## config.mk

```make
export PLATFORM = sky130hd
export DESIGN_NAME = plic_ctrl
export DESIGN_NICKNAME = d
export VERILOG_FILES = /design/src/hw/rtl/plic_pkg.sv /design/src/hw/rtl/plic_ctrl.sv
export SDC_FILE = /design/constraint.sdc
export NUM_CORES = 1
export LEC_CHECK = 0
export BUFFER_PORTS_ARGS = -buffer_cell sky130_fd_sc_hd__buf_4
export CORE_AREA = 2 2 39 41
export DETAILED_ROUTE_END_ITERATION = 7
export DIE_AREA = 0 0 41 43
export PLACE_DENSITY = 0.57
export REMOVE_ABC_BUFFERS = 1
export SYNTH_ARGS = -nofsm -noshare
export SYNTH_HDL_FRONTEND = slang
export SYNTH_SLANG_ARGS = --single-unit
```

## constraint.sdc

```tcl
create_clock -name clk -period 1.8 [get_ports clk]
set_input_delay 0.09 -clock clk [delete_from_list [all_inputs] [get_ports clk]]
set_output_delay 0.09 -clock clk [all_outputs]
set_load 0.005 [all_outputs]
```

## src/hw/rtl/plic_pkg.sv

```systemverilog
// Shared types and constants of the per-link interval load counter.
// Used by plic_ctrl, plic_datapath and the top level; depends on nothing.
`timescale 1ns / 1ps

package plic_pkg;

	localparam int NUM_LINKS_DEF = 64;
	localparam int TIME_BITS_DEF = 48;

	localparam int ID_W      = 6;
	localparam int WORD_W    = 48;
	localparam int BYTE_W    = 16;
	localparam int QUEUE_W   = 32;
	localparam int CFG_IDX_W = 1;

	// link_index, now_ps, byte_count, queue_depth, padded to bytes
	localparam int IN_TDATA_W  = 104;
	// link_id, bucket_number, bucket_bytes, bucket_max_queue, padded to bytes
	localparam int OUT_TDATA_W = 136;

	localparam logic [CFG_IDX_W-1:0] REG_SAMPLE_ENABLE = 1'd0;
	localparam logic [CFG_IDX_W-1:0] REG_INTERVAL_PS   = 1'd1;

	localparam logic [WORD_W-1:0] INTERVAL_RST = 48'd1000000000;

	localparam logic OP_RECORD = 1'b0;
	localparam logic OP_FLUSH  = 1'b1;

	typedef enum logic [2:0] {
		S_IDLE,
		S_CHECK,
		S_DIV,
		S_UPD,
		S_FL_RD,
		S_FL_EMIT
	} state_t;

	typedef struct packed {
		logic latch_in;        // capture the accepted item
		logic div_start;       // load the bucket divider
		logic sel_flush;       // table address from the flush scan counter
		logic rec_write;       // write back the updated record row
		logic flush_write;     // clear counters of the scanned link
		logic emit;            // load the output register
		logic scan_clr;
		logic scan_inc;
		logic set_flush_done;
	} cmd_t;

	typedef struct packed {
		logic op_flush;
		logic ignore;          // item has no effect
		logic div_done;
		logic row_valid;       // link at the table address has been seen
		logic row_nonempty;    // link holds bytes or a queue maximum
		logic bucket_diff;     // new bucket differs from the stored one
		logic out_free;
		logic scan_last;
	} stat_t;

endpackage

```

## src/hw/rtl/plic_ctrl.sv

```systemverilog
// Sequencer of the per-link interval load counter.
// Drives plic_datapath through plic_pkg::cmd_t, reads plic_pkg::stat_t.
`timescale 1ns / 1ps

module plic_ctrl (
	input  logic            clk,
	input  logic            arst_n,
	input  logic            in_valid,
	output logic            in_ready,
	input  plic_pkg::stat_t stat,
	output plic_pkg::cmd_t  cmd
);

	plic_pkg::state_t state_q, state_d;

	always_ff @(posedge clk or negedge arst_n) begin
		if (!arst_n) begin
			state_q <= plic_pkg::S_IDLE;
		end else begin
			state_q <= state_d;
		end
	end

	always_comb begin
		state_d  = state_q;
		cmd      = '0;
		in_ready = 1'b0;
		unique case (state_q)
			plic_pkg::S_IDLE: begin
				in_ready = 1'b1;
				if (in_valid) begin
					cmd.latch_in = 1'b1;
					state_d      = plic_pkg::S_CHECK;
				end
			end
			plic_pkg::S_CHECK: begin
				if (stat.ignore) begin
					state_d = plic_pkg::S_IDLE;
				end else if (stat.op_flush) begin
					cmd.scan_clr = 1'b1;
					state_d      = plic_pkg::S_FL_RD;
				end else begin
					cmd.div_start = 1'b1;
					state_d       = plic_pkg::S_DIV;
				end
			end
			plic_pkg::S_DIV: begin
				if (stat.div_done) begin
					state_d = plic_pkg::S_UPD;
				end
			end
			plic_pkg::S_UPD: begin
				// a finished nonempty bucket has to leave before the row is rewritten
				if (stat.row_valid && stat.bucket_diff && stat.row_nonempty) begin
					if (stat.out_free) begin
						cmd.emit      = 1'b1;
						cmd.rec_write = 1'b1;
						state_d       = plic_pkg::S_IDLE;
					end
				end else begin
					cmd.rec_write = 1'b1;
					state_d       = plic_pkg::S_IDLE;
				end
			end
			plic_pkg::S_FL_RD: begin
				cmd.sel_flush = 1'b1;
				if (stat.row_nonempty) begin
					state_d = plic_pkg::S_FL_EMIT;
				end else if (stat.scan_last) begin
					cmd.set_flush_done = 1'b1;
					state_d            = plic_pkg::S_IDLE;
				end else begin
					cmd.scan_inc = 1'b1;
				end
			end
			plic_pkg::S_FL_EMIT: begin
				cmd.sel_flush = 1'b1;
				if (stat.out_free) begin
					cmd.emit        = 1'b1;
					cmd.flush_write = 1'b1;
					if (stat.scan_last) begin
						cmd.set_flush_done = 1'b1;
						state_d            = plic_pkg::S_IDLE;
					end else begin
						cmd.scan_inc = 1'b1;
						state_d      = plic_pkg::S_FL_RD;
					end
				end
			end
			default: begin
				state_d = plic_pkg::S_IDLE;
			end
		endcase
	end

endmodule

```

=== Word level (Yosys, flattened, before mapping) ===
Cells that the tools add are included.
W data, S select, Z words.

* Bits in registers: 3
* Bits of input ports: 11

* Equality and inequality tests: 10
* Reductions and logical operators: 5
* Muxes and demuxes: 33

{| class="wikitable"
|+ Operator list
! kind !! count
|-
| $mux W3 || 10
|-
| $pmux W3 S6 || 1
|-
| $mux W1 || 17
|-
| $eq A3 B2 Y1 const B || 2
|-
| $eq A3 B3 Y1 const B || 2
|-
| $mux W2 || 3
|-
| $ne A2 B2 Y1 const B || 3
|-
| $ne A3 B3 Y1 const B || 2
|-
| $reduce_and A5 Y1 || 1
|-
| $pmux W2 S2 || 1
|-
| $eq A3 B1 Y1 const B || 1
|-
| $logic_not A3 Y1 || 1
|-
| $logic_and A1 B1 Y1 || 2
|-
| $pmux W1 S2 || 1
|-
| $reduce_or A2 Y1 || 1
|}

=== Logic depth before layout (Yosys ltp) ===
Gate-level depths: netlist of run 1.

* Depth after elaboration: 4
* Mapped depth: 5
* Mapped depth without buffers: 5

=== Worst setup path before layout of run 1 ===
OpenSTA, ideal clock, no wires.

* Path kind: reg2reg
* Start point: reg state_q[1]
* End point: reg state_q[0]
* Library setup time: 126 ps
* Clock period less this slack: 1,168 ps
* Stages on the path, launching flop included: 6
* Data arrival time: 1,041 ps
* Required time: 1,674 ps
* Path slack: 632 ps
* Cell sequence: dfrtp_1 nand2b_2 inv_2 nand3_2 o41ai_1 a311o_1

* Cells in the longest elaborated chain, start to end: 3
* Elaborated cells between the ends (all ways): 13
* Classes of those cells: 10 x eq/ne; 1 x mux; 2 x reduce/logical

{| class="wikitable"
|+ RTL lines
! element !! line !! source
|-
| from (decl) || plic_ctrl.sv:14 || <nowiki>plic_pkg::state_t state_q, state_d;</nowiki>
|-
| from (signal assigned) || plic_ctrl.sv:18 || <nowiki>state_q <= plic_pkg::S_IDLE;</nowiki>
|-
| from (signal assigned) || plic_ctrl.sv:20 || <nowiki>state_q <= state_d;</nowiki>
|-
| $eq A3 B2 Y1 (tied with other cells) || plic_ctrl.sv:28 || <nowiki>unique case (state_q)</nowiki>
|-
| $ne A3 B3 Y1 (no line) / $ne A2 B2 Y1 (equally long branches) || - ||
|-
| $reduce_and A5 Y1 (no line) || - ||
|}

Parallel ways exist; a longest one is shown, timed or not.
A chain may end at the register's enable or synchronous reset.

==> flow_summary.yaml, run 1 <==
outcome:
  outcome: "complete, no violations"
clocking:
  h-tree-depth: 1
  cts_root_buf: "clkbuf_4"
  cts_buffers: 3
  cts_buffer_depth: 2
  post_cts_buffers: 0
  clock-sinks: 3
  tritoncts: "yes"
  clock_latency_ns: 0.24
  clkTransAtPathRegs_ns: 0.04
route:
  postRouteAntennaNets: 0
  drc: 0
  first_pass_iters: 2
  via_per_inst: 4.49
  vias: 341
  routed_wl_um: 749
  drt_iter0_drc: 4
  wl_per_cell_um: 9.86
floorplan:
  coreArea_mm2: 0.00138
  die_w_um: 41
  start_util_pct: 20.0
  rows: 14
  ioPinCount: 21
  die-area_mm2: 0.00176
  die_y_um: 43
power_and_ir_drop:
  p_leak_nw: 0.243
  p_seq_share_pct: 28.5
  peakVddDrop_mv: 0.494
  power.internal_w: 0.000357
  switching_power_w: 0.000220
  clkPwrFrac_pct: 20.8
  pwr_density_cell_mw_per_mm2: 1210
  p_comb_share_pct: 50.7
  swShare_pct: 38.1
setup_path:
  worstPathRequired_ns: 1.71
  crit_path_cell_trace: "nor4b_1 -> nor2b_1 -> buf_4"
  arrival_ns: 1.40
  critPathKind: "flop to primary output"
  cpPeakStageDelay_ns: 0.47
  cp_top_family: "simple AND/OR/NAND/NOR gates"
  r2r-end: "state_q[0]"
  crit_fanout: 8
  path_buf_inv: 1
  critPathSlowestCell: "dfrtp_1"
  cp-start-kind: "flop"
  r2r_cells: 5
  reg2reg_slack_ns: 0.52
  endpoint_kind: "primary output"
  rr_startpoint: "state_q[1]"
placement:
  io_buffer_count: 20
  place_inst: 71
  gp_congestion: 0.683
  dp_hpwl_um: 589
cells_and_area:
  num_antenna_cells: 0
  drive_above_1_share_pct: 45.0
  area.growth.synth_to_final_pct: 72.9
  largest_reg_flops: 3
  multi_input_area_um2: 185
  utilization_pct: 34.5
  nets: 72
  fillers: 153
  fin_cells: 76
  layout_commonest_cell: "buf_4"
  top_register: "state_q"
  regArea_um2: 75.1
  reg_top3: "state_q x3"
  layout_common_cells: "buf_4, nor2_1, a21oi_1, clkbuf_4, dfrtp_1"
synth:
  syn_avg_cell_area_um2: 7.68
  ys_seq_area_share_pct: 27.1
  synth_cell_types: 24
  syn_area_um2: 277
  synth_seq_cells: 3
  synth_cells: 36
  yosys_warnings: 0
hold_path:
  hp-start: "stat[7]"
  worst_hold_path_type: "input port to flop"
  hold-path-cell-count: 3
  holdPathEnd: "state_q[1]"
global_routing:
  grt_pass1_wl_um: 1260
  grt_max_degree: 10
  use_met3_pct: 1.57
  busiest_layer: "met2"
  grt_pass1_vias: 326
  use_met1_pct: 13.5
  gr-usage-all-layers_pct: 10.9
  antenna_found_initial: 0
  gr-total-overflow: 0
  use_met2_pct: 15.0
timing:
  whs_ns: 0.162
  max_slew_margin_pct: 79.5
  worst_pin_slew_ns: 0.308
  grt_setup_unrepaired: "false"
  period_share_pct: 83.0
  clock_skew_ns: 0.00476
  hold_violations: 0
  drv_slew: 0
  setup_viol: 0
  period_minus_slack_ns: 1.49
  fmax_mhz: 670
  tns_ns: 0
job:
  drv_cap: 0
through the flow:
| stage | area (um^2) | total power [W] | setup WS (ns) |
|---|---|---|---|
| after floorplan | 272 | 0.000315 | 0.630 |
| after global placement | 442 | 0.000452 | 0.517 |
| after detailed placement | 442 | 0.000459 | 0.523 |
| after CTS | 478 | 0.000591 | 0.273 |
| after global routing | 478 | 0.000635 | 0.181 |
| final | 478 | 0.000577 | 0.307 |
synthesized netlist by cell type:
| master | number | area [um^2] |
|---|---|---|
| nor2b_1 | 1 | 6.26 |
| and3_1 | 1 | 6.26 |
| o21ai_0 | 1 | 5.00 |
| nor2_1 | 4 | 15.0 |
| nor3b_1 | 1 | 7.51 |
| buf_2 | 1 | 5.00 |
| nand2_1 | 2 | 7.51 |
| nand4_1 | 1 | 6.26 |
| dfrtp_1 | 3 | 75.1 |
| nand3_2 | 1 | 10.0 |
| mux2i_1 | 2 | 20.0 |
| nor2b_2 | 1 | 8.76 |
| a311o_1 | 1 | 10.0 |
| a21o_1 | 1 | 7.51 |
| o41ai_1 | 1 | 8.76 |
| or2_1 | 1 | 6.26 |
| nor4b_1 | 1 | 8.76 |
| and2_1 | 2 | 12.5 |
| inv_2 | 1 | 3.75 |
| inv_1 | 2 | 7.51 |
| a21oi_1 | 3 | 15.0 |
| nand2b_2 | 1 | 8.76 |
| nor3_1 | 2 | 10.0 |
| nand3_1 | 1 | 5.00 |
worst max path at each step:
stage,to,depth (start not counted),from,slack (ns)
after detailed placement,state_q[0],5,state_q[1],0.52
after floorplan,state_q[0],5,state_q[1],0.63
after global routing,cmd[7],3,state_q[0],0.18
after CTS,cmd[7],3,state_q[2],0.27
after global placement,cmd[7],3,state_q[2],0.52
final,cmd[7],3,state_q[2],0.31
worst min-delay path, cell delays in order:
cell and delay, ns:
buf_4 0.08, nor2b_1 0.04, a21o_1 0.14
power by group through the flow:
stage | Combinational [W] | Clock (W) | Sequential [W]
final | 0.000292 | 0.000120 | 0.000164
after global routing | 0.000331 | 0.000129 | 0.000175
after CTS | 0.000298 | 0.000129 | 0.000164
after detailed placement | 0.000295 | 0 | 0.000165
after global placement | 0.000292 | 0 | 0.000160
after floorplan | 0.000169 | 0 | 0.000147
cells by family after synthesis:
logic type	Yosys count	share of synthesized area, %
AND/OR/NAND/NOR	20	43.0
flip-flops	3	27.1
AO/OA/AOI/OAI	7	16.7
multiplexers	2	7.24
buffers and inverters	4	5.88
cell type report:
class / count / share of cell area [%]
sequential: 3 / 15.7
multi-input combinational: 29 / 38.7
clock buffer: 4 / 5.50
timing repair buffer: 21 / 33.5
inverter: 3 / 2.36
tap: 16 / 4.19
per-layer routing:
layer  up-vias  wire, um
li1        174         -
met1       151       309
met2        14       363
met3         2        57
met4         0        18
met5         -         0
repair_timing:
action / 4_1_cts / 5_1_grt
gates resized for setup: 0 / 0
hold endpoints to repair: 3 / 0
hold buffers: 1 / 0
No activity file was read; power rests on OpenSTA's default activity.
==> run 2: changes to the inputs <==
- PLACE_DENSITY: 0.57 -> 0.59
- clock period: 1.8 -> 1.35 ns (I/O delays scaled with it)
==> run 2 against run 1 <==
Final area is 18% higher. Critical path type unchanged. Largest cell class unchanged. Highest routed layer is now met3. Sequential power is 40% higher. Die area unchanged. Largest power group unchanged. Sequential share of layout area is 1.8 points lower. Clock power up 28%. Register-to-register slack lost 0.44 ns.
==> flow_summary.yaml, run 2 (same netlist as run 1, synthesis figures left out) <==
outcome:
  outcome: "complete, no violations"
setup_path:
  path_buf_inv: 1
  crit_fanout: 7
  r2r_cells: 6
  endpoint_kind: "primary output"
  critPathKind: "flop to primary output"
  worstPathRequired_ns: 1.28
  critPathSlowestCell: "dfrtp_2"
  crit_path_cell_trace: "nor4b_4 -> nor2b_4 -> buf_4"
  cp_top_family: "simple AND/OR/NAND/NOR gates"
  cp-start-kind: "flop"
  arrival_ns: 1.27
  cpPeakStageDelay_ns: 0.46
  crit_cells: 3
cells_and_area:
  drive_above_1_share_pct: 60.3
  num_antenna_cells: 0
  layout_commonest_cell: "buf_4"
  layout_common_cells: "buf_4, nor2_1, clkbuf_4, dfrtp_2"
  area.growth.synth_to_final_pct: 105
  top_register: "state_q"
  reg_top3: "state_q x3"
  fillers: 142
  largest_reg_flops: 3
  fin_cells: 79
  design_area_um2: 566
  nets: 75
route:
  wl_per_cell_um: 9.91
  first_pass_iters: 3
  drt_iter0_drc: 4
  via_per_inst: 4.30
  vias: 340
  routed_wl_um: 783
  postRouteAntennaNets: 0
  drc: 0
timing:
  period_share_pct: 98.8
  setup_viol: 0
  fmax_mhz: 750
  max_slew_margin_pct: 80.8
  hold_violations: 0
  period_minus_slack_ns: 1.33
  clock_skew_ns: 0.000586
  grt_setup_unrepaired: "true"
  drv_slew: 0
  finalWorstSetupSlack_ns: 0.0162
  worst_pin_slew_ns: 0.285
global_routing:
  grt_pass1_wl_um: 1330
  use_met1_pct: 12.2
  grt_pass1_vias: 363
  use_met3_pct: 3.14
  antenna_found_initial: 0
  gr-total-overflow: 0
  grt_max_degree: 10
  gr-usage-all-layers_pct: 10.8
  busiest_layer: "met2"
  use_met2_pct: 17.2
power_and_ir_drop:
  pwr_density_cell_mw_per_mm2: 1650
  p_total_w: 0.000931
  p_leak_nw: 0.265
  peakVddDrop_mv: 0.906
floorplan:
  die-area_mm2: 0.00176
  coreArea_mm2: 0.00138
  die_w_um: 41
  start_util_pct: 20.0
  ioPinCount: 21
  rows: 14
  die_y_um: 43
clocking:
  cts_buffers: 3
  cts_buffer_depth: 2
  clkTransAtPathRegs_ns: 0.04
  h-tree-depth: 1
  clock-sinks: 3
  clock_latency_ns: 0.23
  tritoncts: "yes"
  cts_root_buf: "clkbuf_4"
placement:
  io_buffer_count: 20
  place_area_um2: 442
  gp_congestion: 0.711
  dp_hpwl_um: 596
  place_inst: 71
  pre_cts_ws_ns: 0.0560
job:
  drv_cap: 0
hold_path:
  worst_hold_path_type: "input port to asynchronous set/reset pin"
run 2: what timing repair did:
item / CTS / global route
buffers inserted: 2 / 1
setup endpoints to repair: 6 / 8
gates resized for setup: 5 / 9
hold endpoints to repair: 3 / 0
pin swaps: 1 / 4
hold buffers: 1 / 0
run 2: metrics by stage:
step	TNS (ns)	hold slack [ns]	util (%)
floorplan	0	-0.228	-
global placement	0	-0.142	31.9
detailed placement	0	-0.142	31.9
CTS	0	0.160	37.4
global route	-0.168	0.179	40.9
finish	0	0.169	40.9
run 2: final timing paths:
kind | startpoint | endpoint | slack (ns)
max | state_q[1] | cmd[7] | 0.02
min in group clk | stat[7] | state_q[2] | 0.20
max in group asynchronous | arst_n | state_q[2] | 1.08
max reg2reg | state_q[2] | state_q[0] | 0.08
min | arst_n | state_q[1] | 0.17
min reg2reg | state_q[2] | state_q[1] | 0.72
run 2: cell type report:
| cell class | count | area [um^2] | area share [%] |
|---|---|---|---|
| clock buffer | 4 | 26.3 | 4.65 |
| sequential | 3 | 78.8 | 13.9 |
| multi-input combinational | 29 | 230 | 40.7 |
| tap | 16 | 20.0 | 3.54 |
| timing repair buffer | 24 | 196 | 34.7 |
| inverter | 3 | 13.8 | 2.43 |
run 2: metal layers:
metal | part of all wire, % | vias to the layer above
li1 | - | 183
met1 | 46 | 147
met2 | 48 | 10
met3 | 5.9 | 0
met4 | 0 | 0
met5 | 0 | -
run 2: worst reg2reg max path, cell delays in order (launching register included):
cell	delay, ns
dfrtp_2	0.46
buf_12	0.15
nand2b_4	0.09
inv_4	0.05
nand3_2	0.06
o41ai_1	0.06
a311o_1	0.27
run 2: report_power, final:
group / internal (W) / total [W] / switching, W
logic: 0.000343 / 0.000548 / 0.000205
clock network: 0.000111 / 0.000154 / 0.0000437
registers: 0.000138 / 0.000229 / 0.0000912
total: 0.000591 / 0.000931 / 0.000340
